`src/sv/usc_pkg.sv`:
```
`timescale 1ns / 1ps
// ----------------------------------------------------------------------------
// usc_pkg
// Shared types, constants and tables for the seconds-to-calendar converter.
// ----------------------------------------------------------------------------
package usc_pkg;

    // Field widths
    localparam int TS_W    = 32;
    localparam int DAYS_W  = 16;   // whole days since the epoch, below 49711
    localparam int SOD_W   = 17;   // second of day, below 86400
    localparam int MOD_W   = 11;   // minute of day, below 1440
    localparam int WQ_W    = 14;   // whole weeks in the shifted day count
    localparam int YLEN_W  = 9;    // year length in days
    localparam int MLEN_W  = 5;    // month length in days

    // Divisors and offsets
    localparam logic [TS_W-1:0]   SEC_PER_DAY    = 32'd86400;
    localparam logic [SOD_W-1:0]  SEC_PER_MIN    = 17'd60;
    localparam logic [MOD_W-1:0]  MIN_PER_HOUR   = 11'd60;
    localparam logic [DAYS_W-1:0] DAYS_PER_WEEK  = 16'd7;
    localparam logic [DAYS_W-1:0] EPOCH_WEEK_ADJ = 16'd3;

    // Reciprocals for division by constants, each exact over its dividend range
    localparam logic [25:0] DAY_RECIP  = 26'd50903317;  // 2^35 / 675, rounded up
    localparam logic [16:0] WEEK_RECIP = 17'd74899;     // 2^19 / 7, rounded up
    localparam logic [15:0] MIN_RECIP  = 16'd34953;     // 2^19 / 15, rounded up

    // Year walk start: 1970 and its residues
    localparam logic [7:0] YEAR_OFS_EPOCH = 8'd226;  // (1970 - 2000) mod 256
    localparam logic [1:0] EPOCH_MOD4     = 2'd2;
    localparam logic [6:0] EPOCH_MOD100   = 7'd70;
    localparam logic [8:0] EPOCH_MOD400   = 9'd370;
    localparam logic [6:0] LAST_MOD100    = 7'd99;
    localparam logic [8:0] LAST_MOD400    = 9'd399;

    localparam logic [YLEN_W-1:0] DAYS_LEAP   = 9'd366;
    localparam logic [YLEN_W-1:0] DAYS_COMMON = 9'd365;

    localparam logic [3:0] LAST_MONTH = 4'd11;  // December, zero based

    // Queue between front and back
    localparam int QDEPTH = 2;
    localparam int QPTR_W = 1;
    localparam int QCNT_W = 2;

    // One word handed from front to back
    typedef struct packed {
        logic [TS_W-1:0]   ts;
        logic [5:0]        sec;
        logic [5:0]        min;
        logic [4:0]        hour;
        logic [2:0]        wday;
        logic [DAYS_W-1:0] days;
    } usc_item_t;

    // Month length table, month is zero based
    function automatic logic [MLEN_W-1:0] month_len(input logic leap, input logic [3:0] month);
        logic [MLEN_W-1:0] len;
        case (month)
            4'd1:                       len = leap ? 5'd29 : 5'd28;
            4'd3, 4'd5, 4'd8, 4'd10:    len = 5'd30;
            default:                    len = 5'd31;
        endcase
        return len;
    endfunction

endpackage

```
`src/sv/usc_front.sv`:
```
`timescale 1ns / 1ps
// ----------------------------------------------------------------------------
// usc_front
// Accepts a timestamp and splits it into time of day, day count and weekday
// with reciprocal multiplications by constants, one product a cycle.
// ----------------------------------------------------------------------------
module usc_front
    import usc_pkg::*;
(
    input  logic              clk,
    input  logic              rst_n,
    input  logic              in_valid,
    output logic              in_ready,
    input  logic [TS_W-1:0]   timestamp,
    output logic              push_valid,
    input  logic              push_ready,
    output usc_item_t         push_item
);

    localparam logic [2:0] F_IDLE  = 3'd0;
    localparam logic [2:0] F_DAY   = 3'd1;
    localparam logic [2:0] F_SOD   = 3'd2;
    localparam logic [2:0] F_MOD   = 3'd3;
    localparam logic [2:0] F_SPLIT = 3'd4;
    localparam logic [2:0] F_MIN   = 3'd5;
    localparam logic [2:0] F_PUSH  = 3'd6;

    logic [2:0]        state_reg, state_next;
    logic [TS_W-1:0]   ts_reg;
    logic [DAYS_W-1:0] days_reg;
    logic [SOD_W-1:0]  sod_reg;
    logic [WQ_W-1:0]   wq_reg;
    logic [MOD_W-1:0]  mod_reg;
    logic [5:0]        sec_reg;
    logic [5:0]        min_reg;
    logic [4:0]        hour_reg;
    logic [2:0]        wday_reg;

    logic [50:0]       day_prod;
    logic [TS_W-1:0]   day_base;
    logic [TS_W-1:0]   sod_full;
    logic [DAYS_W-1:0] week_n;
    logic [32:0]       week_prod;
    logic [DAYS_W-1:0] week_base;
    logic [DAYS_W-1:0] week_rem;
    logic [30:0]       min_prod;
    logic [SOD_W-1:0]  min_base;
    logic [SOD_W-1:0]  sec_full;
    logic [24:0]       hour_prod;
    logic [MOD_W-1:0]  hour_base;
    logic [MOD_W-1:0]  min_full;
    logic              accept;

    assign accept = in_valid && in_ready;

    // Days: drop the factor of 128, then divide by 675 by reciprocal
    assign day_prod = {26'd0, ts_reg[TS_W-1:7]} * {25'd0, DAY_RECIP};

    // Second of day from the day count
    assign day_base = {16'd0, days_reg} * SEC_PER_DAY;
    assign sod_full = ts_reg - day_base;

    // Weekday: shift so the epoch lands on Thursday, then take it modulo 7
    assign week_n    = days_reg + EPOCH_WEEK_ADJ;
    assign week_prod = {17'd0, week_n} * {16'd0, WEEK_RECIP};
    assign week_base = {2'd0, wq_reg} * DAYS_PER_WEEK;
    assign week_rem  = week_n - week_base;

    // Minute of day: drop the factor of 4, then divide by 15 by reciprocal
    assign min_prod = {16'd0, sod_reg[SOD_W-1:2]} * {15'd0, MIN_RECIP};
    assign min_base = {6'd0, mod_reg} * SEC_PER_MIN;
    assign sec_full = sod_reg - min_base;

    // Hour of day from the minute of day, same reciprocal
    assign hour_prod = {16'd0, mod_reg[MOD_W-1:2]} * {9'd0, MIN_RECIP};
    assign hour_base = {6'd0, hour_reg} * MIN_PER_HOUR;
    assign min_full  = mod_reg - hour_base;

    // Sequence the steps
    always_comb
    begin
        state_next = state_reg;
        unique case (state_reg)
            F_IDLE:
            begin
                if (accept)
                begin
                    state_next = F_DAY;
                end
            end
            F_DAY:   state_next = F_SOD;
            F_SOD:   state_next = F_MOD;
            F_MOD:   state_next = F_SPLIT;
            F_SPLIT: state_next = F_MIN;
            F_MIN:   state_next = F_PUSH;
            F_PUSH:
            begin
                if (push_ready)
                begin
                    state_next = F_IDLE;
                end
            end
            default:
            begin
                state_next = F_IDLE;
            end
        endcase
    end

    // Control registers
    always_ff @(posedge clk or negedge rst_n)
    begin
        if (!rst_n)
        begin
            state_reg <= F_IDLE;
        end
        else
        begin
            state_reg <= state_next;
        end
    end

    // Datapath registers, capture each field as its step ends
    always_ff @(posedge clk)
    begin
        if (accept)
        begin
            ts_reg <= timestamp;
        end
        if (state_reg == F_DAY)
        begin
            days_reg <= day_prod[50:35];
        end
        if (state_reg == F_SOD)
        begin
            sod_reg <= sod_full[SOD_W-1:0];
            wq_reg  <= week_prod[32:19];
        end
        if (state_reg == F_MOD)
        begin
            mod_reg  <= min_prod[29:19];
            wday_reg <= week_rem[2:0] + 3'd1;
        end
        if (state_reg == F_SPLIT)
        begin
            sec_reg  <= sec_full[5:0];
            hour_reg <= hour_prod[23:19];
        end
        if (state_reg == F_MIN)
        begin
            min_reg <= min_full[5:0];
        end
    end

    assign in_ready   = (state_reg == F_IDLE);
    assign push_valid = (state_reg == F_PUSH);

    assign push_item.ts   = ts_reg;
    assign push_item.sec  = sec_reg;
    assign push_item.min  = min_reg;
    assign push_item.hour = hour_reg;
    assign push_item.wday = wday_reg;
    assign push_item.days = days_reg;

endmodule

```
`src/sv/usc_queue.sv`:
```
`timescale 1ns / 1ps
// ----------------------------------------------------------------------------
// usc_queue
// Short first-in first-out queue that decouples the front from the back.
// ----------------------------------------------------------------------------
module usc_queue
    import usc_pkg::*;
(
    input  logic       clk,
    input  logic       rst_n,
    input  logic       push_valid,
    output logic       push_ready,
    input  usc_item_t  push_item,
    output logic       pop_valid,
    input  logic       pop_ready,
    output usc_item_t  pop_item
);

    usc_item_t         slot_reg [QDEPTH];
    logic [QPTR_W-1:0] wr_ptr_reg;
    logic [QPTR_W-1:0] rd_ptr_reg;
    logic [QCNT_W-1:0] count_reg;
    logic              do_push;
    logic              do_pop;

    assign push_ready = (count_reg != QCNT_W'(QDEPTH));
    assign pop_valid  = (count_reg != '0);
    assign do_push    = push_valid && push_ready;
    assign do_pop     = pop_valid && pop_ready;
    assign pop_item   = slot_reg[rd_ptr_reg];

    // Advance pointers and fill count
    always_ff @(posedge clk or negedge rst_n)
    begin
        if (!rst_n)
        begin
            wr_ptr_reg <= '0;
            rd_ptr_reg <= '0;
            count_reg  <= '0;
        end
        else
        begin
            if (do_push)
            begin
                wr_ptr_reg <= wr_ptr_reg + 1'b1;
            end
            if (do_pop)
            begin
                rd_ptr_reg <= rd_ptr_reg + 1'b1;
            end
            if (do_push && !do_pop)
            begin
                count_reg <= count_reg + 1'b1;
            end
            else if (do_pop && !do_push)
            begin
                count_reg <= count_reg - 1'b1;
            end
        end
    end

    // Store the pushed word
    always_ff @(posedge clk)
    begin
        if (do_push)
        begin
            slot_reg[wr_ptr_reg] <= push_item;
        end
    end

endmodule

```
`src/sv/usc_back.sv`:
```
`timescale 1ns / 1ps
// ----------------------------------------------------------------------------
// usc_back
// Walks whole years from 1970, then the months of the year found, one year
// or one month a cycle, and holds the finished date for the output.
// ----------------------------------------------------------------------------
module usc_back
    import usc_pkg::*;
(
    input  logic              clk,
    input  logic              rst_n,
    input  logic              pop_valid,
    output logic              pop_ready,
    input  usc_item_t         pop_item,
    output logic              out_valid,
    input  logic              out_ready,
    output logic [TS_W-1:0]   echo_seconds,
    output logic [5:0]        second_of_minute,
    output logic [5:0]        minute_of_hour,
    output logic [4:0]        hour_of_day,
    output logic [2:0]        day_of_week,
    output logic [7:0]        year_offset,
    output logic [3:0]        month_number,
    output logic [4:0]        day_of_month
);

    localparam logic [1:0] B_IDLE  = 2'd0;
    localparam logic [1:0] B_YEAR  = 2'd1;
    localparam logic [1:0] B_MONTH = 2'd2;
    localparam logic [1:0] B_OUT   = 2'd3;

    logic [1:0]        state_reg, state_next;
    usc_item_t         item_reg;
    logic [DAYS_W-1:0] rest_reg, rest_next;
    logic [7:0]        year_reg, year_next;
    logic [1:0]        mod4_reg, mod4_next;
    logic [6:0]        mod100_reg, mod100_next;
    logic [8:0]        mod400_reg, mod400_next;
    logic [3:0]        month_reg, month_next;

    logic              leap;
    logic [YLEN_W-1:0] ylen;
    logic [MLEN_W-1:0] mlen;
    logic              take;

    assign leap = ((mod4_reg == '0) && (mod100_reg != '0)) || (mod400_reg == '0);
    assign ylen = leap ? DAYS_LEAP : DAYS_COMMON;
    assign mlen = month_len(leap, month_reg);
    assign take = pop_valid && pop_ready;

    // Year and month walk
    always_comb
    begin
        state_next  = state_reg;
        rest_next   = rest_reg;
        year_next   = year_reg;
        mod4_next   = mod4_reg;
        mod100_next = mod100_reg;
        mod400_next = mod400_reg;
        month_next  = month_reg;
        unique case (state_reg)
            B_IDLE:
            begin
                if (take)
                begin
                    rest_next   = pop_item.days;
                    year_next   = YEAR_OFS_EPOCH;
                    mod4_next   = EPOCH_MOD4;
                    mod100_next = EPOCH_MOD100;
                    mod400_next = EPOCH_MOD400;
                    state_next  = B_YEAR;
                end
            end
            B_YEAR:
            begin
                if (rest_reg < DAYS_W'(ylen))
                begin
                    month_next = '0;
                    state_next = B_MONTH;
                end
                else
                begin
                    rest_next   = rest_reg - DAYS_W'(ylen);
                    year_next   = year_reg + 8'd1;
                    mod4_next   = mod4_reg + 2'd1;
                    mod100_next = (mod100_reg == LAST_MOD100) ? '0 : mod100_reg + 7'd1;
                    mod400_next = (mod400_reg == LAST_MOD400) ? '0 : mod400_reg + 9'd1;
                end
            end
            B_MONTH:
            begin
                if ((month_reg < LAST_MONTH) && (rest_reg >= DAYS_W'(mlen)))
                begin
                    rest_next  = rest_reg - DAYS_W'(mlen);
                    month_next = month_reg + 4'd1;
                end
                else
                begin
                    state_next = B_OUT;
                end
            end
            B_OUT:
            begin
                if (out_ready)
                begin
                    state_next = B_IDLE;
                end
            end
            default:
            begin
                state_next = B_IDLE;
            end
        endcase
    end

    // Control state
    always_ff @(posedge clk or negedge rst_n)
    begin
        if (!rst_n)
        begin
            state_reg <= B_IDLE;
        end
        else
        begin
            state_reg <= state_next;
        end
    end

    // Walk registers and the held word
    always_ff @(posedge clk)
    begin
        rest_reg   <= rest_next;
        year_reg   <= year_next;
        mod4_reg   <= mod4_next;
        mod100_reg <= mod100_next;
        mod400_reg <= mod400_next;
        month_reg  <= month_next;
        if (take)
        begin
            item_reg <= pop_item;
        end
    end

    assign pop_ready = (state_reg == B_IDLE);
    assign out_valid = (state_reg == B_OUT);

    assign echo_seconds     = item_reg.ts;
    assign second_of_minute = item_reg.sec;
    assign minute_of_hour   = item_reg.min;
    assign hour_of_day      = item_reg.hour;
    assign day_of_week      = item_reg.wday;
    assign year_offset      = year_reg;
    assign month_number     = month_reg + 4'd1;
    assign day_of_month     = rest_reg[4:0] + 5'd1;

endmodule

```
`src/sv/unix_seconds_to_calendar.sv`:
```
`timescale 1ns / 1ps
// ----------------------------------------------------------------------------
// unix_seconds_to_calendar
// Converts a 32-bit count of seconds since 1970-01-01 into calendar fields.
// ----------------------------------------------------------------------------
// Each timestamp word gives one result word: time of day, weekday (Monday is
// 1), year as an offset from 2000 modulo 256, month and day of month, and the
// timestamp echoed back. The front takes a new word only once it has pushed
// its last result: reciprocal multiplications by constants give the day count,
// second of day, minute of day, weekday and hour, one product a cycle. The back
// then walks one year a cycle from 1970 and one month a cycle, and is ready for
// its next word in the cycle after its result leaves. A two-word queue sits
// between them, so the front keeps converting while a finished result waits at
// the output; the sustained rate is the slower of the two parts for the dates
// presented.
// ----------------------------------------------------------------------------
module unix_seconds_to_calendar
    import usc_pkg::*;
(
    input  logic              clk,
    input  logic              rst_n,
    input  logic              in_valid,
    output logic              in_ready,
    input  logic [TS_W-1:0]   timestamp,
    output logic              out_valid,
    input  logic              out_ready,
    output logic [TS_W-1:0]   echo_seconds,
    output logic [5:0]        second_of_minute,
    output logic [5:0]        minute_of_hour,
    output logic [4:0]        hour_of_day,
    output logic [2:0]        day_of_week,
    output logic [7:0]        year_offset,
    output logic [3:0]        month_number,
    output logic [4:0]        day_of_month
);

    logic      push_valid;
    logic      push_ready;
    usc_item_t push_item;
    logic      pop_valid;
    logic      pop_ready;
    usc_item_t pop_item;

    usc_front u_front (
        .clk        (clk),
        .rst_n      (rst_n),
        .in_valid   (in_valid),
        .in_ready   (in_ready),
        .timestamp  (timestamp),
        .push_valid (push_valid),
        .push_ready (push_ready),
        .push_item  (push_item)
    );

    usc_queue u_queue (
        .clk        (clk),
        .rst_n      (rst_n),
        .push_valid (push_valid),
        .push_ready (push_ready),
        .push_item  (push_item),
        .pop_valid  (pop_valid),
        .pop_ready  (pop_ready),
        .pop_item   (pop_item)
    );

    usc_back u_back (
        .clk              (clk),
        .rst_n            (rst_n),
        .pop_valid        (pop_valid),
        .pop_ready        (pop_ready),
        .pop_item         (pop_item),
        .out_valid        (out_valid),
        .out_ready        (out_ready),
        .echo_seconds     (echo_seconds),
        .second_of_minute (second_of_minute),
        .minute_of_hour   (minute_of_hour),
        .hour_of_day      (hour_of_day),
        .day_of_week      (day_of_week),
        .year_offset      (year_offset),
        .month_number     (month_number),
        .day_of_month     (day_of_month)
    );

endmodule
```
`config.mk`:
```
export PLATFORM = sky130hd
export DESIGN_NAME = unix_seconds_to_calendar
export DESIGN_NICKNAME = d
export VERILOG_FILES = /design/src/sv/usc_pkg.sv /design/src/sv/usc_front.sv /design/src/sv/usc_queue.sv /design/src/sv/usc_back.sv /design/src/sv/unix_seconds_to_calendar.sv
export SDC_FILE = /design/constraint.sdc
export NUM_CORES = 1
export LEC_CHECK = 0
export ABC_AREA = 1
export BUFFER_PORTS_ARGS = -buffer_cell sky130_fd_sc_hd__buf_2
export CAP_MARGIN = 20
export CORE_MARGIN = 5
export CORE_UTILIZATION = 31
export CTS_CLUSTER_DIAMETER = 120
export DETAILED_ROUTE_END_ITERATION = 8
export GPL_ROUTABILITY_DRIVEN = 0
export PLACE_DENSITY = 0.51
export SYNTH_ARGS = -nofsm -noshare
export SYNTH_HDL_FRONTEND = slang
export SYNTH_SLANG_ARGS = --single-unit
```
`constraint.sdc`:
```
create_clock -name clk -period 6.5 [get_ports clk]
set_input_delay 1.3 -clock clk [delete_from_list [all_inputs] [get_ports clk]]
set_output_delay 1.3 -clock clk [all_outputs]
set_load 0.05 [all_outputs]
```
==> impl_results.md <==
* Drt initial violations at 1117
* Max Cap Viol at 0
* Synth Instances at approximately 3600
* Total GRT Usage at 0.149
* Ports at approximately 110
* Number of remaining DRC errors at 0
* Async SR Flop Fraction at 0.0263
* TritonCTS buffer count at 39
* Cell depth of the worst flop-to-flop path at 25
* Min Tclk post-route at between 6000 and 7000 ps
* Clk_skew at 25.2 ps
* Vias at between 20000 and 25000
* Vias in the first global route at about 24000
* Syn_area_per_cell at between 9 and 10 um2
* DR WL/cell at roughly 16 um
* Buffers on Ports at 106
* Post-route insts no fill at 5214
* Syn_nets at roughly 4500
* EDFF count, synth at approximately 330
* Pin count of the biggest net entering global routing at 55
* Max Buffers Root-to-Sink at 3
* Type of origin of the critical path: flop
* Die Ht at about 340 um
* DIE AREA at ~110000 um2
* Critical path type: reg2reg
* CTS Sinks at ~340
* Initial antenna violation count at 1
* Most common cell on crit path: inv_1
* Cell area after layout at ~37000 um2
* Drt pass-1 iters at 9
* Post-synthesis cell type count at 48
* CP arrival at around 6300 ps
* Die Wd at 335 um
* Max Clk Rate at about 0.17 GHz
* Seq/Total Area, Yosys at 0.311
* Hold Vio Cnt, Final at 0
* ANT nets after route at 0
* Starting Density at 0.312
* WL final at 82700 um
* DR vias/cell at about 4.5
* Worst Setup SP: u_front.days_reg[1]
* R2r setup slk at roughly 460 ps
* Layout cell share with drive strength beyond 1 at 0.0688
* Hold depth at 0
* Worst-Margin Slew at between 1000 and 1500 ps
* Setup violations, final at 0
* Clock Tree Root: clkbuf_16
* Crit-path max cell delay at 520 ps
* TritonCTS clock tree: built
* Final Max Tran Viols at 0
* CTS clk-pin slew, worst paths at roughly 60 ps
* Relative slew margins at 0.321
* Overflow after GRT at 0
* # rows at 119
* Dominant synthesized flop cell: edfxtp_1
* CP endpoint kind: flop
* Area Overhead vs Synth at 11.7%
* Worst hold start: u_front.sod_reg[1]
* Hpwl dp at between 60000 and 70000 um
* Seq cells post-synth at ~340
* Core area at between 100000 and 150000 um2
* Placed cell count at ~5000
* Worst min-delay path class: reg2reg
* Worst Path Required at just under 7000 ps
* Synthesized area at about 33000 um2
* Crit share post-route at 0.929
* Max reg flops at around 140
* Outcome: finished clean
* H-tree Lvls at 2
* Global-route wire length before repair at between 100000 and 150000 um
* Worst Path Max Fanout at 7
* Critical R2R Launch: u_front.days_reg[1]
* CP max-delay cell: fa_1
* Ant. Diodes at 0
* Worst-Skew Late Latency at approximately 550 ps
* Nets at 4636
* Placed standard-cell area at approximately 35000 um2
* Yosys warns at 0
## layout by cell type (no fill, tap or decap), drive strengths merged, types with 2 or more instances in the layout
cell type / instances
ha: 549
a21o: 9
o211ai: 4
a21oi: 120
nand2: 813
clkinv: 17
fa: 256
dfrtp: 9
a21boi: 5
nor4: 6
nand3: 140
o21a: 3
o31ai: 7
nor3: 33
o21bai: 11
or2: 11
inv: 881
clkinvlp: 2
xor2: 42
o221a: 2
o21ai: 75
nor3b: 2
a31oi: 4
edfxtp: 333
buf: 149
nor2: 203
nand3b: 7
bufinv: 6
nand4: 54
clkbuf: 42
xnor2: 21
## cells by family (layout without fill, tap and decap cells)
family | Yosys count | after routing | share of synthesized area
XOR/XNOR | 63 | 63 | 0.0168
adder cells (fa/ha/maj) | 805 | 805 | 0.365
flip-flops | 342 | 342 | 0.311
AND/OR/NAND/NOR | 1270 | 1270 | 0.161
buffers and inverters | 906 | 1097 | 0.104
AO/OA/AOI/OAI | 246 | 246 | 0.0418
## path summary, 6_finish.rpt
kind                                           end
min in group asynchronous       u_queue.rd_ptr_reg
worst min-delay path            u_front.sec_reg[1]
worst max-delay path             u_front.wq_reg[1]
worst max register to register   u_front.wq_reg[1]
worst min register to register  u_front.sec_reg[1]
max in group asynchronous       u_queue.rd_ptr_reg
## metrics by stage
stage | setup TNS [ps] | setup WS [ps] | utilization | hold slack, ps
2_1_floorplan | 0 | 921 | - | 400
3_3_place_gp | 0 | 492 | 0.336 | 402
4_1_cts | 0 | 357 | 0.348 | 424
3_5_place_dp | 0 | 384 | 0.336 | 410
6_report | 0 | 462 | 0.348 | 421
5_1_grt | -1.08 | -1.08 | 0.348 | 441
## layout make-up
class                           instances  area (um2)
Inverter                              879        3300
Fill cell                           10800       68600
Clock inverter                         27         305
Timing Repair Buffer                  149         857
Sequential cell                       342       10200
Tap cell                             1391        1740
Multi-Input combinational cell       2384       19300
Clock buffer                           42         987
## per-layer routing
metal,vias up,track usage,routed length (um)
met4,0,0.0294,1630
li1,11800,-,-
met5,-,0,0
met3,92,0.0143,3060
met2,390,0.265,39700
met1,11100,0.199,38300
## worst max-delay path: cells and delay by family (launching register included)
kind | cells | cell delay (ps)
fa+ha+maj | 8 | 2840
simple gates | 8 | 1200
compound gates | 3 | 600
flops | 1 | 510
buf+inv | 5 | 390
xor+xnor | 1 | 250
## synth_stat cells (all sizes together) (2+ instances only)
master  count  share of area
o21a        3        0.00069
o21ai      75          0.012
o21bai     11         0.0025
inv       878           0.10
nand3     140          0.022
o211ai      4        0.00091
nand4      54          0.010
a21boi      5         0.0011
nor3b       2        0.00046
a21o        9         0.0021
xor2       42          0.011
nand2     813          0.093
nor3       33         0.0058
a31oi       4        0.00076
o31ai       7         0.0016
fa        256           0.16
ha        549           0.21
nor4        6         0.0011
buf         9         0.0013
or2        11         0.0021
xnor2      21         0.0056
o221a       2        0.00069
a21oi     120          0.018
dfrtp       9         0.0069
nand3b      7         0.0016
clkbuf     18         0.0021
edfxtp    333           0.30
nor2      203          0.024
## what timing repair did
action / 4_1_cts / 5_1_grt
setup buffers: 0 / 2
hold buffers: 0 / 0
endpoints found under the hold margin: 0 / 0
endpoints found under the setup margin: 0 / 2
resized for setup: 0 / 1
Power is left out: the tool's default activity adds up to more than one toggle a clock period on the data nets, which glitch-free logic cannot reach.
